### config.mk
export PLATFORM = sky130hd
export DESIGN_NAME = rwsp_seq
export DESIGN_NICKNAME = d
export VERILOG_FILES = /design/src/rtl/rwsp_pkg.sv /design/src/rtl/rwsp_seq.sv
export SDC_FILE = /design/constraint.sdc
export NUM_CORES = 1
export LEC_CHECK = 0
export ABC_AREA = 1
export BUFFER_PORTS_ARGS = -buffer_cell sky130_fd_sc_hd__buf_4
export CAP_MARGIN = 15
export CORE_UTILIZATION = 25
export DETAILED_ROUTE_END_ITERATION = 10
export HOLD_SLACK_MARGIN = 0.12
export PLACE_DENSITY = 0.6
export SYNTH_ARGS = -nofsm -noshare
export SYNTH_HDL_FRONTEND = slang
export SYNTH_SLANG_ARGS = --single-unit
### constraint.sdc
create_clock -name clk -period 1.8 [get_ports clk]
set_input_delay 0.36 -clock clk [delete_from_list [all_inputs] [get_ports clk]]
set_output_delay 0.36 -clock clk [all_outputs]
set_load 0.1 [all_outputs]
### src/rtl/rwsp_pkg.sv
// Shared types, constants and the sequencer microcode for the register write log player.
// No dependencies; imported by rwsp_seq, register_write_sequence_player and the bench.
package rwsp_pkg;

  localparam int STORE_DEPTH         = 4096;
  localparam int ADDR_W              = $clog2(STORE_DEPTH);
  localparam int MAX_WRITES_PER_TICK = 64;
  localparam int BUDGET_W            = $clog2(MAX_WRITES_PER_TICK + 1);
  localparam int PTR_W               = 13;
  localparam int WAIT_W              = 16;
  localparam int LEN_W               = 13;

  localparam logic [7:0] KEYOFF_LO   = 8'hB0;
  localparam logic [7:0] KEYOFF_HI   = 8'hB8;
  localparam logic [7:0] KEYON_MASK  = 8'h20;
  localparam logic [7:0] LOOP_MARK   = 8'hFF;
  localparam int         PKT_LAST_OFF = 3;
  localparam int         PKT_BYTES    = 4;

  localparam logic KIND_WRITE = 1'b0;
  localparam logic KIND_CLEAR = 1'b1;

  typedef enum logic [1:0] {
    CMD_TICK  = 2'd0,
    CMD_LOAD  = 2'd1,
    CMD_START = 2'd2,
    CMD_STOP  = 2'd3
  } cmd_t;

  typedef enum logic [3:0] {
    S_IDLE = 4'd0,
    S_DEC  = 4'd1,
    S_CHK  = 4'd2,
    S_R1   = 4'd3,
    S_R2   = 4'd4,
    S_R3   = 4'd5,
    S_EVAL = 4'd6,
    S_EOD  = 4'd7,
    S_FIN  = 4'd8
  } step_t;

  typedef enum logic [2:0] {
    OP_NONE  = 3'd0,
    OP_DEC   = 3'd1,
    OP_EVAL  = 3'd2,
    OP_EOD   = 3'd3,
    OP_FLUSH = 3'd4
  } op_t;

  typedef enum logic [1:0] {
    J_WAIT = 2'd0,  // hold until a tick is taken, then go to target
    J_SEQ  = 2'd1,
    J_GOTO = 2'd2,
    J_CHK  = 2'd3   // done -> target, end of data -> S_EOD, else next
  } jmp_t;

  typedef enum logic [1:0] {
    CAP_NONE = 2'd0,
    CAP_REG  = 2'd1,
    CAP_VAL  = 2'd2,
    CAP_DLO  = 2'd3
  } cap_t;

  typedef struct packed {
    logic       rd_en;
    logic [1:0] rd_off;
    cap_t       cap;
    op_t        op;
    jmp_t       jmp;
    step_t      target;
  } uword_t;

  typedef struct packed {
    logic go;
    logic done;
    logic eod;
  } cond_t;

  function automatic uword_t ucode(step_t s);
    uword_t w;
    w = '{rd_en: 1'b0, rd_off: 2'd0, cap: CAP_NONE, op: OP_NONE, jmp: J_GOTO, target: S_IDLE};
    case (s)
      S_IDLE: begin
        w.jmp = J_WAIT; w.target = S_DEC;
      end
      S_DEC: begin
        w.op = OP_DEC; w.jmp = J_SEQ;
      end
      S_CHK: begin
        w.rd_en = 1'b1; w.rd_off = 2'd0; w.jmp = J_CHK; w.target = S_FIN;
      end
      S_R1: begin
        w.rd_en = 1'b1; w.rd_off = 2'd1; w.cap = CAP_REG; w.jmp = J_SEQ;
      end
      S_R2: begin
        w.rd_en = 1'b1; w.rd_off = 2'd2; w.cap = CAP_VAL; w.jmp = J_SEQ;
      end
      S_R3: begin
        w.rd_en = 1'b1; w.rd_off = 2'd3; w.cap = CAP_DLO; w.jmp = J_SEQ;
      end
      S_EVAL: begin
        w.op = OP_EVAL; w.target = S_CHK;
      end
      S_EOD: begin
        w.op = OP_EOD; w.target = S_FIN;
      end
      S_FIN: begin
        w.op = OP_FLUSH; w.target = S_IDLE;
      end
      default: begin
        w.target = S_IDLE;
      end
    endcase
    return w;
  endfunction

endpackage

### src/rtl/rwsp_seq.sv
// Microcode sequencer: step counter, control word ROM and conditional jumps.
// Depends on rwsp_pkg.
module rwsp_seq import rwsp_pkg::*; (
  input  logic   clk,
  input  logic   rst_n,
  input  cond_t  cond,
  output step_t  step,
  output uword_t ctl,
  output logic   busy
);

  step_t upc_r, upc_nxt;

  // next step
  always_comb begin
    upc_nxt = upc_r;
    case (ctl.jmp)
      J_WAIT: upc_nxt = cond.go ? ctl.target : upc_r;
      J_SEQ:  upc_nxt = step_t'(upc_r + 4'd1);
      J_GOTO: upc_nxt = ctl.target;
      J_CHK: begin
        if (cond.done) begin
          upc_nxt = ctl.target;
        end else if (cond.eod) begin
          upc_nxt = S_EOD;
        end else begin
          upc_nxt = step_t'(upc_r + 4'd1);
        end
      end
      default: upc_nxt = S_IDLE;
    endcase
  end

  // control word
  always_comb begin
    ctl  = ucode(upc_r);
    busy = (upc_r != S_IDLE);
    step = upc_r;
  end

  always_ff @(posedge clk) begin
    if (!rst_n) begin
      upc_r <= S_IDLE;
    end else begin
      upc_r <= upc_nxt;
    end
  end

endmodule

==> impl_metrics.tcl, run 1 <==
set metrics [dict create \
    drive_gt1_share_pct 66.4 \
    ant_nets 0 \
    synthesis.nets 97 \
    place_ws_ps 56.7 \
    hold_buffers 0 \
    grt_max_degree 9 \
    setup_viol 4 \
    met1_usage_pct 18.1 \
    num_rows 16 \
    critical_path.endpoint_type "output pin" \
    regToRegSetupSlack_ps 280 \
    viasPerCell 4.31 \
    largest_reg_flops 4 \
    required_ps 1440 \
    groute.usage.overall_pct 15.2 \
    num_io_pins 24 \
    gp_congestion 0.802 \
    cp.arrival_ps 1480 \
    worstSetupStartpointType "register" \
    fin_crit_sh_pct 102 \
    maxSlewViolCount 0 \
    grt.busiest_layer "met2" \
    wire_per_inst_um 11.3 \
    skew_ps 1.16 \
    ys_async_sr_fraction_pct 0 \
    maxCapViolations 0 \
    hp-class "input port to register" \
    layout.nets 139 \
    violations "negative setup slack" \
    drc_errors 0 \
    ys_seq_area_share_pct 15.2 \
    vias 668 \
    yosysWarnings 0 \
    root_buffer "clkbuf_4" \
    syn_inst 88 \
    start_util_pct 26.8 \
    hold_viol_final 0 \
    port_buffers 22 \
    grt.overflow.total 0 \
    synth_edf_count 0 \
    fmax_mhz 542 \
    status "finished, violations left" \
    rsz0062_at_grt "yes" \
    die_y_um 47.8 \
    syn_area_um2 526 \
    ys_top_cells_by_count "nand2_1 (18), inv_1 (17), nand3_1 (11), nor2_1 (9)" \
    area_delta_synth_final_pct 135 \
    grt_pass1_vias 597 \
    antenna_found_initial 0 \
    yosys.area.top_type_share_pct 15.2 \
    synth_cell_types 23 \
    avgSynthCellArea_um2 5.97 \
    use_met3_pct 2.26 \
    clk_latency_ps 230 \
    synth_area_leaders "dfxtp_1 (15%), nand2_1 (13%), inv_1 (12%)" \
    synth_area_leader_cell "dfxtp_1" \
    cp_max_fo 5 \
    fin_crit_ps 1840 \
    dieArea_um2 2290 \
    h-tree-depth 1 \
    ys_seq_elements 4 \
    die_width_um 47.8 \
    dp_hpwl_um 1210 \
    finalWirelength_um 1750 \
    finalWorstSetupSlack_ps -44.9 \
    use_met2_pct 27.6 \
    drt_iter0_drc 12 \
    cts.sinks 4 \
    insertedDiodeCount 0 \
    dr.pass1.iters 3 \
    clockBufferDepth 2 \
    grt_pass1_wl_um 2480 \
    cts_made_buffers 3 \
    tritoncts "yes" \
    synth_top_flop_cell "dfxtp_1" \
    path_clk_slew_ps 30 \
    coreArea_um2 1960 \
    crit_type "register to output pin" \
    synthMostInstantiatedCell "nand2_1" \
]
[critical path, cell delays in order, from the launching register on]
cell and delay [ps]:
dfxtp_4 390, inv_4 60, ha_4 150, inv_4 70, nand2_4 50, nand2_4 90, buf_6 130, clkinvlp_4 120
buf_12 190
[cell families (layout without fill, tap and decap cells)]
| kind of cell | Yosys count | after routing | synth area share (%) |
|---|---|---|---|
| flip-flops | 4 | 4 | 15.2 |
| XOR/XNOR | 2 | 2 | 3.33 |
| adder cells (fa/ha/maj) | 4 | 4 | 9.52 |
| buffers and inverters | 22 | 62 | 18.6 |
| AO/OA/AOI/OAI | 7 | 7 | 7.86 |
| AND/OR/NAND/NOR | 48 | 48 | 44.8 |
| other | 1 | 1 | 0.714 |
[cells in the final DEF, fill, tap and decap left out]
master and count:
clkbuf_4 3, nand2_4 3, nand4_1 1, buf_12 10, o21ai_1 1, nor2_4 4, nand3_1 10, nor3_2 1
nand2_8 3, buf_4 26, ha_4 3, conb_1 1, inv_4 5, inv_1 7, ha_2 1, o21a_1 1
nand2_1 12, o21ai_4 5, xnor2_1 1, nor2_1 7, buf_6 4, clkinvlp_4 2, nor3_1 1, inv_2 4
nor3_4 1, inv_8 1, xor2_1 1, nand2_2 3, dfxtp_4 4, nor2_2 1, nand3_4 1
[per-layer routing]
layer	vias to the layer above	share of wire [%]
li1	349	-
met1	305	39
met4	0	0
met3	0	1.9
met2	14	59
met5	-	0
[worst paths after layout]
kind,from,cells after the start,to
max,step[0],8,ctl[10]
min,rst_n,3,step[3]
max reg2reg,step[0],11,step[0]
min reg2reg,step[1],4,step[1]
[area by class of cell]
cell class	count	area (µm²)
Sequential cell	4	95.1
Timing Repair Buffer	40	440
Clock buffer	3	22.5
Tap cell	27	33.8
Multi-Input combinational cell	62	546
Inverter	19	98.8
Fill cell	182	726
[per-stage QoR]
stage               setup TNS [ps]  instance area (µm²)  hold slack [ps]  util [%]  instances
global route                  -487                 1240              356      63.0        155
detailed placement               0                  887              577      45.2        140
CTS                           -136                 1120              370      57.3        152
global placement                 0                  887              573      45.2        140
floorplan                    -3410                  682              457         -         88
finish                        -121                 1240              367      63.0        155
[repair_timing]
item                                    in CTS  in global routing
endpoints found under the setup margin      10                 13
pin swaps                                    5                  4
gates resized for setup                     34                 22
setup buffers                                9                  3
Power of run 1 is left out: the tool's default activity adds up to more than one toggle a clock period on the data nets, which glitch-free logic cannot reach.
==> run 2: changes to the inputs <==
--- a/config.mk
+++ b/config.mk
@@ -11,7 +11,7 @@
 export CORE_UTILIZATION = 25
 export DETAILED_ROUTE_END_ITERATION = 10
 export HOLD_SLACK_MARGIN = 0.12
-export PLACE_DENSITY = 0.6
+export PLACE_DENSITY_LB_ADDON = 0.12
 export SYNTH_ARGS = -nofsm -noshare
 export SYNTH_HDL_FRONTEND = slang
 export SYNTH_SLANG_ARGS = --single-unit
==> impl_metrics.tcl, run 2 (synthesis gave the netlist of run 1 again) <==
set metrics [dict create \
    status "finished, violations left" \
    violations "negative setup slack" \
    coreArea_um2 1960 \
    hold_buffers 0 \
    cp_max_fo 5 \
    holdPathStages 3 \
    wire_per_inst_um 10.3 \
    fin_cells 149 \
    finish.utilization_pct 58.9 \
    rsz0062_at_grt "yes" \
    dr.pass1.iters 4 \
    h-tree-depth 1 \
    skew_ps 2.44 \
    final_common_cell "buf_4" \
    crit_type "register to output pin" \
    tritoncts "yes" \
    setup_viol 2 \
    fin_crit_ps 1820 \
    grt_max_degree 13 \
    finalWirelength_um 1540 \
    num_rows 16 \
    rr_worst_depth 10 \
    cts.sinks 4 \
    fillCellCount 191 \
    viasPerCell 4.43 \
    dp_hpwl_um 1250 \
    num_io_pins 24 \
    fmax_mhz 549 \
    root_buffer "clkbuf_4" \
    area_delta_synth_final_pct 120 \
    maxSlewViolCount 0 \
    hp-class "input port to register" \
    finalWorstSetupSlack_ps -21.2 \
    gp_congestion 0.808 \
    worstSetupStartpointType "register" \
    critical_path.endpoint_type "output pin" \
    dp_cells 138 \
    whs_ps 358 \
    drc_errors 0 \
    required_ps 1440 \
    antenna_found_initial 0 \
    maxCapViolations 0 \
    die_y_um 47.8 \
    hold_viol_final 0 \
    layout_common_cells "buf_4 (21), nand2_1 (12), nand3_1 (10), inv_1 (8), buf_12 (8)" \
    grt_pass1_vias 540 \
    clockBufferDepth 2 \
    groute.usage.overall_pct 14.8 \
    drive_gt1_share_pct 63.1 \
    layout.nets 133 \
    cp.arrival_ps 1460 \
    place_ws_ps -51.7 \
    port_buffers 22 \
    grt.overflow.total 0 \
    largest_reg_flops 4 \
    start_util_pct 26.8 \
    clk_latency_ps 230 \
    die_width_um 47.8 \
    vias 660 \
    insertedDiodeCount 0 \
    dieArea_um2 2290 \
    path_clk_slew_ps 40 \
    grt_pass1_wl_um 2330 \
    fin_crit_sh_pct 101 \
    drt_iter0_drc 9 \
    ant_nets 0 \
    cts_made_buffers 3 \
]
[run 2: path summary, 6_finish.rpt]
kind / startpoint / end / slack (ps)
min reg2reg: step[1] / step[1] / 650
max: step[0] / ctl[5] / -20
max reg2reg: step[1] / step[0] / 260
min: rst_n / step[3] / 360
[run 2: repair_timing]
item                                    in CTS  in global routing
pin swaps                                    4                  5
buffers inserted                             5                  3
endpoints found under the setup margin      10                 13
resized for setup                           23                 20
[run 2: layout make-up]
type | instances | area [µm²] | share of cell area (%)
Multi-Input combinational cell | 62 | 534 | 46.3
Sequential cell | 4 | 95.1 | 8.23
Clock buffer | 3 | 22.5 | 1.95
Timing Repair Buffer | 34 | 378 | 32.7
Inverter | 19 | 91.3 | 7.91
Tap cell | 27 | 33.8 | 2.93
[run 2: routing by layer]
metal	routed length (µm)	track usage, %	part of all wire [%]
met1	678	19.0	44
met2	803	24.1	52
met3	38	2.64	2.5
met4	18	6.67	1.2
met5	0	0	0
[run 2: worst max-delay path, stage by stage (launching register included)]
cell	delay, ps
dfxtp_4	400
inv_4	60
ha_4	160
inv_4	70
nand2_4	50
nand2_4	90
nand2_4	80
o21ai_4	140
buf_12	190
[run 2: through the flow]
step / instance area, µm² / setup TNS (ps)
after floorplan: 682 / -3410
after global placement: 885 / -81.6
after detailed placement: 885 / -129
after CTS: 1040 / -177
after global routing: 1150 / -318
final: 1150 / -24.6
Power of run 2 is left out for the same reason.
==> run 3: changes to the inputs <==
--- a/config.mk
+++ b/config.mk
@@ -5,13 +5,13 @@
 export SDC_FILE = /design/constraint.sdc
 export NUM_CORES = 1
 export LEC_CHECK = 0
-export ABC_AREA = 1
 export BUFFER_PORTS_ARGS = -buffer_cell sky130_fd_sc_hd__buf_4
 export CAP_MARGIN = 15
 export CORE_UTILIZATION = 25
 export DETAILED_ROUTE_END_ITERATION = 10
 export HOLD_SLACK_MARGIN = 0.12
 export PLACE_DENSITY_LB_ADDON = 0.12
+export SKIP_CTS_REPAIR_TIMING = 1
 export SYNTH_ARGS = -nofsm -noshare
 export SYNTH_HDL_FRONTEND = slang
 export SYNTH_SLANG_ARGS = --single-unit
==> impl_metrics.tcl, run 3 <==
set metrics [dict create \
    die_y_um 47.4 \
    viasPerCell 4.83 \
    fin_crit_ps 1870 \
    start_util_pct 26.5 \
    avgSynthCellArea_um2 7.26 \
    ant_nets 0 \
    dr.pass1.iters 3 \
    drc_errors 0 \
    critical_path.endpoint_type "output pin" \
    antenna_found_initial 0 \
    rsz0062_at_grt "yes" \
    syn_area_um2 515 \
    fillCellCount 177 \
    grt_pass1_wl_um 2260 \
    finalWirelength_um 1450 \
    fin_cells 126 \
    layout_common_cells "buf_4 (16), buf_12 (8), buf_6 (6), nor2_4 (5)" \
    ys_async_sr_fraction_pct 0 \
    insertedDiodeCount 0 \
    ys_top_cells_by_count "a21oi_1 (7), nand2_1 (7), nor2_1 (7), inv_1 (5)" \
    rr_worst_depth 7 \
    synthesis.nets 80 \
    final_common_cell "buf_4" \
    tritoncts "yes" \
    root_buffer "clkbuf_4" \
    skew_ps 0.961 \
    grt_pass1_vias 519 \
    groute.usage.overall_pct 14.0 \
    holdPathStages 3 \
    place_ws_ps -3.88 \
    yosysWarnings 0 \
    num_rows 16 \
    ys_seq_area_share_pct 15.5 \
    port_buffers 22 \
    crit_type "register to output pin" \
    whs_ps 391 \
    crit_path_max_incr_delay_ps 410 \
    cts.sinks 4 \
    coreArea_um2 1940 \
    fin_crit_sh_pct 104 \
    clockBufferDepth 2 \
    path_clk_slew_ps 30 \
    synth_area_leaders "dfxtp_1 (16%), ha_1 (9.7%), a21oi_1 (6.8%)" \
    synth_edf_count 0 \
    die_width_um 47.4 \
    crit_slowest_cell "dfxtp_4" \
    drt_iter0_drc 4 \
    dp_cells 121 \
    setup_viol 4 \
    path_cells "inv_4 -> ha_4 -> nor3_4 -> a21oi_2 -> nor2_2 -> nor2_4 -> buf_12" \
    grt.overflow.total 0 \
    h-tree-depth 1 \
    clk_latency_ps 230 \
    yosys.area.top_type_share_pct 15.5 \
    dp_hpwl_um 1110 \
    layout.nets 110 \
    dieArea_um2 2250 \
    hold_viol_final 0 \
    synth_cell_types 33 \
    syn_inst 71 \
    largest_reg_flops 4 \
    cts_made_buffers 3 \
    vias 608 \
    ys_seq_elements 4 \
    fmax_mhz 536 \
    placed_area_um2 862 \
    area_delta_synth_final_pct 113 \
    wire_per_inst_um 11.5 \
    synth_area_leader_cell "dfxtp_1" \
    cp_max_fo 7 \
    final_area_um2 1100 \
    hp-class "input port to register" \
    maxCapViolations 0 \
    gp_congestion 0.696 \
    maxSlewViolCount 0 \
    violations "negative setup slack" \
    finalWorstSetupSlack_ps -67.4 \
    synth_top_flop_cell "dfxtp_1" \
    worstSetupStartpointType "register" \
    cp.arrival_ps 1510 \
    required_ps 1440 \
    drive_gt1_share_pct 69.7 \
    status "finished, violations left" \
    grt_max_degree 16 \
    num_io_pins 24 \
]
## run 3: path summary, 6_finish.rpt
| kind | start | endpoint | slack [ps] |
|---|---|---|---|
| max | step[0] | ctl[4] | -70 |
| min reg2reg | step[0] | step[0] | 600 |
| max reg2reg | step[0] | step[0] | 140 |
| min | rst_n | step[1] | 390 |
## run 3: layout make-up
| cell class | count | area (µm²) | area share [%] |
|---|---|---|---|
| flip-flops and latches | 4 | 95.1 | 8.67 |
| clock buffers | 3 | 22.5 | 2.05 |
| multi-input cells | 55 | 552 | 50.3 |
| well taps | 27 | 33.8 | 3.08 |
| repair buffers | 31 | 363 | 33.1 |
| inverters | 6 | 31.3 | 2.85 |
## run 3: logic make-up after synthesis
| kind of cell | synth area share (%) |
|---|---|
| compound gates | 26.5 |
| other cells | 0.727 |
| flops | 15.5 |
| simple gates | 33.0 |
| buf+inv | 14.6 |
| fa+ha+maj | 9.71 |
## run 3: routing by layer
| metal | vias to the layer above | track usage [%] | wire length, µm |
|---|---|---|---|
| met5 | - | 0 | 0 |
| met4 | 0 | 3.43 | 0 |
| li1 | 309 | - | - |
| met1 | 286 | 20.1 | 657 |
| met3 | 0 | 3.40 | 48 |
| met2 | 13 | 20.8 | 745 |
## run 3: through the flow
stage,setup TNS [ps],utilization (%)
2_1_floorplan,-5420,-
3_3_place_gp,0,44.4
3_5_place_dp,-3.88,44.4
4_1_cts,-1750,45.6
5_1_grt,-751,56.5
6_report,-225,56.5
## run 3: worst max-delay path, delay by kind of cell, from the launching register on
family / cells / cell delay, ps
flops: 1 / 410
simple gates: 3 / 410
buf+inv: 2 / 230
fa+ha+maj: 1 / 180
compound gates: 1 / 50
Power of run 3 is left out for the same reason.
