[src/rtl/rwsp_ram.sv]
// Generic single-port-write, single-port-read RAM with registered read data.
// No dependencies.
module rwsp_ram #(
  parameter int WIDTH = 8,
  parameter int DEPTH = 16
) (
  input  logic                     clk,
  input  logic                     we,
  input  logic [$clog2(DEPTH)-1:0] waddr,
  input  logic [WIDTH-1:0]         wdata,
  input  logic                     re,
  input  logic [$clog2(DEPTH)-1:0] raddr,
  output logic [WIDTH-1:0]         rdata
);

  logic [WIDTH-1:0] mem [DEPTH];

  always_ff @(posedge clk) begin
    if (we) begin
      mem[waddr] <= wdata;
    end
    if (re) begin
      rdata <= mem[raddr];
    end
  end

endmodule

[config.mk]
export PLATFORM = sky130hd
export DESIGN_NAME = rwsp_ram
export DESIGN_NICKNAME = d
export VERILOG_FILES = /design/src/rtl/rwsp_ram.sv
export SDC_FILE = /design/constraint.sdc
export NUM_CORES = 1
export LEC_CHECK = 0
export BUFFER_PORTS_ARGS = -buffer_cell sky130_fd_sc_hd__buf_2
export CAP_MARGIN = 20
export CORE_MARGIN = 2
export CORE_UTILIZATION = 60
export CTS_CLUSTER_SIZE = 10
export DETAILED_ROUTE_END_ITERATION = 10
export GPL_TIMING_DRIVEN = 0
export PLACE_DENSITY_LB_ADDON = 0.08
export SETUP_SLACK_MARGIN = 0.4
export SYNTH_ARGS = -nofsm -noshare
export SYNTH_HDL_FRONTEND = slang
export SYNTH_SLANG_ARGS = --single-unit
[constraint.sdc]
create_clock -name clk -period 3.5 [get_ports clk]
set_input_delay 0.175 -clock clk [delete_from_list [all_inputs] [get_ports clk]]
set_output_delay 0.175 -clock clk [all_outputs]
set_load 0.05 [all_outputs]
==> results of run 1 <==
## how the worst max path moves through the flow
stage,startpoint,to,slack (ns),cells after the start
floorplan,waddr[2],mem[0][0],1.83,2
global placement,waddr[2],mem[0][2],1.22,3
detailed placement,waddr[2],mem[2][2],1.65,3
CTS,mem[5][2],rdata[2],1.90,3
global route,mem[5][2],rdata[2],1.90,3
finish,mem[5][2],rdata[2],1.91,3
## power groups by stage
stage | Sequential, mW | Combinational, mW | Clock [mW]
6_report | 1.84 | 0.199 | 1.70
5_1_grt | 1.85 | 0.213 | 1.80
4_1_cts | 1.84 | 0.201 | 1.72
3_5_place_dp | 1.88 | 0.199 | 0
3_3_place_gp | 1.87 | 0.195 | 0
2_1_floorplan | 1.90 | 0.0926 | 0
## synth_stat cells (2+ instances only)
library cell / number / area, um2
buf_2: 3 / 15.0
edfxtp_1: 136 / 4080
clkdlybuf4s25_2: 3 / 30.0
nor3_1: 4 / 20.0
nand2_1: 9 / 33.8
a22oi_1: 16 / 120
buf_6: 3 / 33.8
nand3b_1: 2 / 15.0
nor2_1: 13 / 48.8
mux4_1: 14 / 368
nand2b_1: 2 / 12.5
mux4_2: 18 / 405
## area by class of cell
cell class	count	share of cell area, %
Tap cell	108	2.22
Clock buffer	18	6.85
Timing Repair Buffer	30	2.67
Multi-Input combinational cell	83	17.3
Sequential cell	136	67.0
Clock inverter	13	2.56
Buffer	10	1.42
## repair_timing
action / CTS / global route
endpoints found under the hold margin: 3 / 0
gates resized for setup: 0 / 0
hold buffers: 1 / 0
## kinds of logic after synthesis
group / count (synthesis) / synth area share [%]
multiplexers: 32 / 14.8
buffers and inverters: 10 / 1.65
AND/OR/NAND/NOR: 35 / 3.14
AO/OA/AOI/OAI: 16 / 2.30
flip-flops: 136 / 78.1
## state kept, by name (all words and copies together), names as in the netlist
name / count
rdata: 8
mem: 128
## metal layers
metal  wire length (um)  track usage, %  up-vias
met3                587            6.62        4
met4                 73            6.84        0
met1               4170            32.7     1262
li1                   -               -     1078
met5                  0               0        -
met2               4720            32.8       91
## metrics by stage
stage | utilization, % | power (mW)
after floorplan | - | 2.00
after global placement | 63.9 | 2.07
after detailed placement | 64.2 | 2.08
after CTS | 71.0 | 3.76
after global routing | 71.0 | 3.86
final | 71.0 | 3.74
==> reports/qor.txt, run 1 <==
syn nets -> 248
CP Max Fanout -> 1
placed instance count -> 366
Final setup violation count -> 0
clk buf depth -> 2
Worst path top cell family by delay -> multiplexers
sequential cell area -> 4080 um2
DRT Wirelength -> 9550 um
pin count of the biggest net entering global routing -> 17
post-synthesis cell count -> 229
unrepaired setup endpoints after global routing -> no
drt first pass iters -> 5
CTS root buffer -> clkbuf_8
Synth Warn # -> 0
VDD IR max -> 378 uV
drt wl/cell -> 24.0 um
clock power share -> 45.4%
GRT overflow -> 0
Die Span X -> 97.3 um
Buffers & Inverters on Critical Path -> 0
Placed Area -> 5520 um2
Final Max Slew Viols -> 0
Max Clock Skew -> 0.00898 ns
number of synthesized flops with an enable pin -> 136
ant diodes -> 0
CTS tree -> yes
design area -> 6100 um2
Main synth FF type -> edfxtp_1
reg2reg end -> rdata[2]
fin cells -> 398
Core Rows -> 34
GP Congestion -> 0.691
Clock Sinks -> 136
Yosys reg bits -> 136
setup ws final -> 1.91 ns
# Post-CTS Setup Buffers -> 0
Hold Fails Final Rpt -> 0
via count -> 2,435
Post-synth ARST share -> 0%
dpl ws -> 1.65 ns
Netlist cell types -> 18
boundary pin count -> 27
most frequent cells in the layout -> edfxtp_1 (136), buf_2 (29), mux4_2 (18)
Hold Startpoint -> wdata[6]
detailed placement HPWL -> 6080 um
P&R area growth vs syn -> 16.7%
CTS H-tree depth -> 4
crit-path cells -> mux4_1 -> a22oi_1 -> nand2_1
fin crit share -> 45.5%
Nets -> 297
Hold EP -> mem[5][6]
antenna violations before repair -> 0
combinational share of power -> 5.3%
core area -> 8590 um2
hold depth -> 1
worst r2r path cells -> 3
Fmax achieved -> 629 MHz
status -> finished, final reports clean
vias in the first global route -> 2,485
Die Y -> 97.3 um
switching pwr -> 0.758 mW
Slew @ Worst Pin -> 0.806 ns
Clock Latency Late Sink -> 0.51 ns
clock period minus worst slack -> 1.59 ns
Seq/Total Area, Yosys -> 78.1%
min-delay worst type -> input pin to flop
setup TNS -> 0 ns
DR DRC count -> 0
crit path launch type -> flop
Leak -> 2.05 nW
register share of total power -> 49.3%
maxcap violations -> 0
vias per cell -> 6.12
Starting DRT DRC Count -> 290
Min Hold Slack -> 0.0635 ns
overall global routing resource usage -> 22.1%
Filler Cell Count -> 527
sw frac -> 20.3%
WP data required -> 3.75 ns
Die ar. -> 9480 um2
slowest CP cell -> mux4_1
clk slew on worst S/H paths -> 0.06 ns
Mapped Avg Cell Area -> 22.8 um2
pwr dens -> 613 nW/um2
CP Data Arrival Time -> 1.84 ns
TritonCTS buffer count -> 17
multi-input logic area -> 1060 um2
WS Path Type -> flop to flop
Max-Slew Margin vs Limit -> 46.1%
commonest non-fill, non-tap cell in the layout -> edfxtp_1
Worst Setup End Kind -> flop
layout cells sized above 1 -> 30.0%
post-synthesis cell area -> 5230 um2
final antenna-violating net count -> 0
first-pass GRT wire length -> 14,600 um
Int Power -> 2.98 mW
register-to-register setup slack -> 1.91 ns
CP max stage delay -> 0.58 ns
Starting Density -> 60.8%
reg2reg start -> mem[5][2]
PortBufs -> 25
(Power assumes the default switching activity.)
==> run 2, diff against run 1 <==
--- a/config.mk
+++ b/config.mk
@@ -8,7 +8,7 @@
 export BUFFER_PORTS_ARGS = -buffer_cell sky130_fd_sc_hd__buf_2
 export CAP_MARGIN = 20
 export CORE_MARGIN = 2
-export CORE_UTILIZATION = 60
+export CORE_UTILIZATION = 54
 export CTS_CLUSTER_SIZE = 10
 export DETAILED_ROUTE_END_ITERATION = 10
 export GPL_TIMING_DRIVEN = 0
==> constraint.sdc (replaced) <==
create_clock -name clk -period 1.45 [get_ports clk]
set_input_delay 0.0725 -clock clk [delete_from_list [all_inputs] [get_ports clk]]
set_output_delay 0.0725 -clock clk [all_outputs]
set_load 0.05 [all_outputs]
==> run 2 against run 1 <==
Sequential share of layout area down 2.7 points. Sequential power up 140%. Critical path type unchanged. Largest power group unchanged. Clock power rose to 2.5 times the previous value. Power up 150%.
==> reports/qor.txt, run 2 (same netlist as run 1, synthesis figures left out) <==
clock period minus worst slack -> 1.43 ns (-0.158 ns)
Fmax achieved -> 698 MHz (+11%)
Max Clock Skew -> 0.00880 ns (-0.000177 ns)
Filler Cell Count -> 604 (+15%)
Leak -> 2.06 nW (+0.47%)
dpl ws -> -0.0954 ns (-1.74 ns)
VDD IR max -> 853 uV (+130%)
status -> finished, final reports clean
Starting DRT DRC Count -> 211 (-27%)
drt first pass iters -> 4 (-1)
crit-path cells -> mux4_2 -> a22oi_2 -> nand2_1
Critical path origin -> mem[4][6]
fin crit share -> 98.8% (+53 points)
Clock Sinks -> 136 (unchanged)
reg2reg start -> mem[4][6]
register-to-register setup slack -> 0.02 ns (-1.89 ns)
Die Y -> 102 um (+5.2%)
most frequent cells in the layout -> edfxtp_1 (136), mux4_2 (32), buf_2 (20)
Buffers & Inverters on Critical Path -> 0 (unchanged)
DRT Wirelength -> 9930 um (+4.0%)
hold depth -> 2 (+1)
Worst Setup End Kind -> flop
overall global routing resource usage -> 21.1% (-0.99 points)
layout cells sized above 1 -> 41.0% (+11 points)
worst r2r path cells -> 3 (unchanged)
TritonCTS buffer count -> 17 (unchanged)
Final Max Slew Viols -> 0 (unchanged)
setup ws final -> 0.0170 ns (-1.89 ns)
Starting Density -> 56.0% (-4.8 points)
antenna violations before repair -> 0 (unchanged)
Worst path top cell family by delay -> multiplexers
Largest Register -> mem
setup TNS -> 0 ns (unchanged)
multi-input logic area -> 1130 um2 (+6.5%)
unrepaired setup endpoints after global routing -> yes
P&R area growth vs syn -> 21.6%
commonest non-fill, non-tap cell in the layout -> edfxtp_1
CP max stage delay -> 0.54 ns (-0.04 ns)
vias in the first global route -> 2,449 (-1.4%)
pwr dens -> 1470 nW/um2 (+140%)
slowest CP cell -> mux4_2
Nets -> 301 (+1.3%)
CP Data Arrival Time -> 1.69 ns (-0.15 ns)
Layout Utilization -> 68.2% (-2.8 points)
drt wl/cell -> 23.4 um (-2.4%)
WS Path Type -> flop to flop
Top Registers -> mem: 128 flops, rdata: 8 flops
Final setup violation count -> 0 (unchanged)
CTS root buffer -> clkbuf_8
clk slew on worst S/H paths -> 0.06 ns (about the same)
max reg flops -> 128 (unchanged)
CTS tree -> yes
Die Span X -> 102 um (+5.2%)
boundary pin count -> 27 (unchanged)
CTS H-tree depth -> 4 (unchanged)
via count -> 2,420 (-0.62%)
pin count of the biggest net entering global routing -> 17 (unchanged)
core area -> 9330 um2 (+8.5%)
PortBufs -> 25 (unchanged)
total power -> 9.34 mW (+150%)
CP Max Fanout -> 1 (unchanged)
Die ar. -> 10,500 um2 (+11%)
Max-Slew Margin vs Limit -> 40.9% (-5.2 points)
DR DRC count -> 0 (unchanged)
clk buf depth -> 2 (unchanged)
GRT overflow -> 0 (unchanged)
Critical Path Stages -> 3 (unchanged)
crit path launch type -> flop
first-pass GRT wire length -> 14,700 um (+0.85%)
WP data required -> 1.71 ns (-2.04 ns)
Worst Setup EP -> rdata[6]
final antenna-violating net count -> 0 (unchanged)
GP Congestion -> 0.698 (+1.0%)
detailed placement HPWL -> 6020 um (-0.92%)
ant diodes -> 0 (unchanged)
Clock Latency Late Sink -> 0.52 ns (about the same)
reg2reg end -> rdata[6]
Slew @ Worst Pin -> 0.883 ns (+0.0776 ns)
Hold Fails Final Rpt -> 0 (unchanged)
Core Rows -> 35 (+2.9%)
maxcap violations -> 0 (unchanged)
vias per cell -> 5.71 (-6.7%)
min-delay worst type -> input pin to flop
sequential cell area -> 4080 um2 (unchanged)
-- run 2: changes by cell type in the layout (fill, tap and decap cells not counted), sizes merged --
cell / delta
buf: -4
bufinv: +1
clkbuf: +1
clkinvlp: -1
dlygate4sd3: +8
-- run 2: final cells by class --
type / instances / share of cell area (%)
Buffer: 10 / 1.89
Clock buffer: 19 / 6.63
Clock inverter: 13 / 2.81
Multi-Input combinational cell: 83 / 17.7
Sequential cell: 136 / 64.2
Tap cell: 129 / 2.54
Timing Repair Buffer: 34 / 4.17
-- run 2: worst min path at each step --
stage,from,to
2_1_floorplan,wdata[0],mem[0][0]
3_3_place_gp,re,rdata[2]
3_5_place_dp,re,rdata[3]
4_1_cts,waddr[1],mem[0][3]
5_1_grt,waddr[1],mem[0][3]
6_report,waddr[1],mem[0][3]
-- run 2: stage by stage --
step	hold slack (ns)	instances	cell area, um2
after floorplan	0.171	229	5260
after global placement	0.414	383	5550
after detailed placement	0.424	383	5550
after CTS	0.0319	424	6330
after global routing	0.0582	424	6360
final	0.0617	424	6360
-- run 2: where the power goes --
group	internal [mW]	switching, mW	total (mW)
Combinational	0.237	0.337	0.574
Sequential	4.43	0.0245	4.46
Clock	2.78	1.54	4.31
-- run 2: layer usage --
metal	vias to the layer above	track usage, %	wire [um]
met5	-	0	0
met3	9	5.13	435
met1	1276	31.3	4520
li1	1075	-	-
met4	0	7.38	131
met2	60	31.5	4850
-- run 2: what timing repair did --
action	CTS	global route
endpoints found under the setup margin	16	42
hold buffers	9	0
resized for setup	25	8
pin swaps	3	2
setup buffers	0	0
endpoints found under the hold margin	136	0
==> run 3, diff against run 2 <==
--- a/config.mk
+++ b/config.mk
@@ -8,7 +8,7 @@
 export BUFFER_PORTS_ARGS = -buffer_cell sky130_fd_sc_hd__buf_2
 export CAP_MARGIN = 20
 export CORE_MARGIN = 2
-export CORE_UTILIZATION = 54
+export CORE_UTILIZATION = 25
 export CTS_CLUSTER_SIZE = 10
 export DETAILED_ROUTE_END_ITERATION = 10
 export GPL_TIMING_DRIVEN = 0
==> constraint.sdc (replaced) <==
create_clock -name clk -period 1.75 [get_ports clk]
set_input_delay 0.0875 -clock clk [delete_from_list [all_inputs] [get_ports clk]]
set_output_delay 0.0875 -clock clk [all_outputs]
set_load 0.05 [all_outputs]
==> run 3 against run 2 <==
Power is 20% lower. Clock power down 23%. Non-clock buffer count is 8 lower. Critical path depth unchanged. Critical endpoint is now rdata[7]. Wire length increased by 21%. Final cell count increased by 32%. Clock skew decreased by 0.0025 ns. Largest cell class unchanged. Count of clock-buffer cells in the layout is 2 higher. Core utilization down 37 points. Sequential share of layout area increased by 0.57 points.
==> reports/qor.txt, run 3 (same netlist as run 1, synthesis figures left out) <==
Final setup violation count -> 0 (unchanged)
layout cells sized above 1 -> 36.9% (-4.1 points)
Die Span X -> 149 um (+45%)
Core Rows -> 52 (+49%)
drt first pass iters -> 5 (+1)
DRT Wirelength -> 12,000 um (+21%)
CP max stage delay -> 0.52 ns (-0.02 ns)
DR DRC count -> 0 (unchanged)
CTS root buffer -> clkbuf_16
dpl ws -> -0.167 ns (-0.0720 ns)
hold depth -> 1 (-1)
vias per cell -> 4.29 (-25%)
clk buf depth -> 2 (unchanged)
reg2reg start -> mem[7][7]
CP Max Fanout -> 1 (unchanged)
Worst path top cell family by delay -> multiplexers
worst r2r path cells -> 3 (unchanged)
drt wl/cell -> 21.4 um (-8.4%)
Placed Area -> 5720 um2 (+3.1%)
design area -> 6300 um2 (-0.89%)
Hold EP -> mem[4][5]
most frequent cells in the layout -> edfxtp_1 (136), buf_2 (28), mux4_2 (28)
crit path launch type -> flop
fin crit share -> 89.0% (-9.8 points)
GP Congestion -> 0.748 (+7.1%)
detailed placement HPWL -> 7730 um (+28%)
VDD IR max -> 647 uV (-24%)
Hold Startpoint -> wdata[5]
Top Registers -> mem: 128 flops, rdata: 8 flops
max reg flops -> 128 (unchanged)
antenna violations before repair -> 0 (unchanged)
Starting Density -> 25.7% (-30 points)
setup TNS -> 0 ns (unchanged)
Slew @ Worst Pin -> 0.949 ns (+0.0656 ns)
sequential cell area -> 4080 um2 (unchanged)
commonest non-fill, non-tap cell in the layout -> edfxtp_1
first-pass GRT wire length -> 17,500 um (+18%)
GRT overflow -> 0 (unchanged)
CP Data Arrival Time -> 1.70 ns (about the same)
Clock Sinks -> 136 (unchanged)
Max Clock Skew -> 0.00627 ns (-0.00253 ns)
TritonCTS buffer count -> 17 (unchanged)
overall global routing resource usage -> 11.7% (-9.4 points)
WP data required -> 1.90 ns (+0.19 ns)
clock period minus worst slack -> 1.56 ns (+0.125 ns)
Filler Cell Count -> 1,972 (+230%)
Largest Register -> mem
P&R area growth vs syn -> 20.5%
Worst Setup End Kind -> flop
min-delay worst type -> input pin to flop
Min Hold Slack -> 0.0919 ns (+0.0303 ns)
Nets -> 293 (-2.7%)
via count -> 2,393 (-1.1%)
pwr dens -> 1180 nW/um2 (-20%)
boundary pin count -> 27 (unchanged)
status -> finished, final reports clean
core area -> 20,400 um2 (+120%)
reg2reg end -> rdata[7]
final antenna-violating net count -> 0 (unchanged)
Critical Path Stages -> 3 (unchanged)
Die ar. -> 22,100 um2 (+110%)
maxcap violations -> 0 (unchanged)
Leak -> 1.99 nW (-3.3%)
setup ws final -> 0.192 ns (+0.175 ns)
Die Y -> 149 um (+45%)
register-to-register setup slack -> 0.19 ns (+0.18 ns)
CTS H-tree depth -> 4 (unchanged)
clk slew on worst S/H paths -> 0.06 ns (about the same)
Hold Fails Final Rpt -> 0 (unchanged)
Fmax achieved -> 642 MHz (-8.0%)
crit-path cells -> mux4_2 -> a22oi_2 -> nand2_1
Layout Utilization -> 30.9% (-37 points)
Starting DRT DRC Count -> 210 (-0.47%)
Final Max Slew Viols -> 0 (unchanged)
Buffers & Inverters on Critical Path -> 0 (unchanged)
WS Path Type -> flop to flop
Max-Slew Margin vs Limit -> 36.5% (-4.4 points)
pin count of the biggest net entering global routing -> 17 (unchanged)
vias in the first global route -> 2,522 (+3.0%)
slowest CP cell -> mux4_2
CTS tree -> yes
Clock Latency Late Sink -> 0.41 ns (-0.11 ns)
multi-input logic area -> 1100 um2 (-2.2%)
unrepaired setup endpoints after global routing -> yes
PortBufs -> 25 (unchanged)
-- run 3: cell types whose count changed in the layout (fill, tap and decap cells not counted), sizes merged --
| cell | before | now |
|---|---|---|
| bufinv | 4 | 2 |
| clkbuf | 19 | 21 |
| clkinv | 6 | 7 |
| clkinvlp | 3 | 2 |
| diode | 0 | 1 |
| dlygate4sd3 | 9 | 1 |
-- run 3: worst max-delay path by stage --
stage               slack, ns         to      start
global placement        -0.33  mem[8][2]   waddr[2]
global route             0.19   rdata[7]  mem[7][7]
CTS                      0.24   rdata[3]  mem[2][3]
floorplan                0.39   rdata[1]   raddr[0]
finish                   0.19   rdata[7]  mem[7][7]
detailed placement      -0.17  mem[2][3]   waddr[2]
-- run 3: metal layers --
| layer | up-vias | GRT usage [%] | routed length (um) |
|---|---|---|---|
| met2 | 64 | 18.1 | 5700 |
| met3 | 5 | 3.40 | 651 |
| met4 | 0 | 3.43 | 91 |
| met5 | - | 0 | 0 |
| li1 | 1060 | - | - |
| met1 | 1264 | 16.1 | 5530 |
-- run 3: through the flow --
step                cells  power [mW]
floorplan             229        4.00
global placement      524        4.19
detailed placement    524        4.19
CTS                   557        7.54
global route          557        7.74
finish                558        7.45
-- run 3: area by class of cell --
cell class,count,area share [%]
Tap cell,270,5.36
Timing Repair Buffer,26,2.14
Clock buffer,21,6.99
Buffer,10,1.49
Antenna cell,1,0.0397
Clock inverter,11,1.69
Sequential cell,136,64.8
Multi-Input combinational cell,83,17.5
-- run 3: where the power goes --
group / leakage (nW) / internal [mW] / switching, mW
combinational: 0.493 / 0.155 / 0.293
sequential: 1.24 / 3.67 / 0.0150
clock: 0.263 / 2.07 / 1.24
total: 1.99 / 5.90 / 1.55
-- run 3: timing repair --
| item | 4_1_cts | 5_1_grt |
|---|---|---|
| pin swaps | 5 | 3 |
| gates resized for setup | 19 | 5 |
| setup endpoints to repair | 34 | 8 |
| endpoints found under the hold margin | 8 | 0 |
| hold buffers | 1 | 0 |
| setup buffers | 0 | 0 |
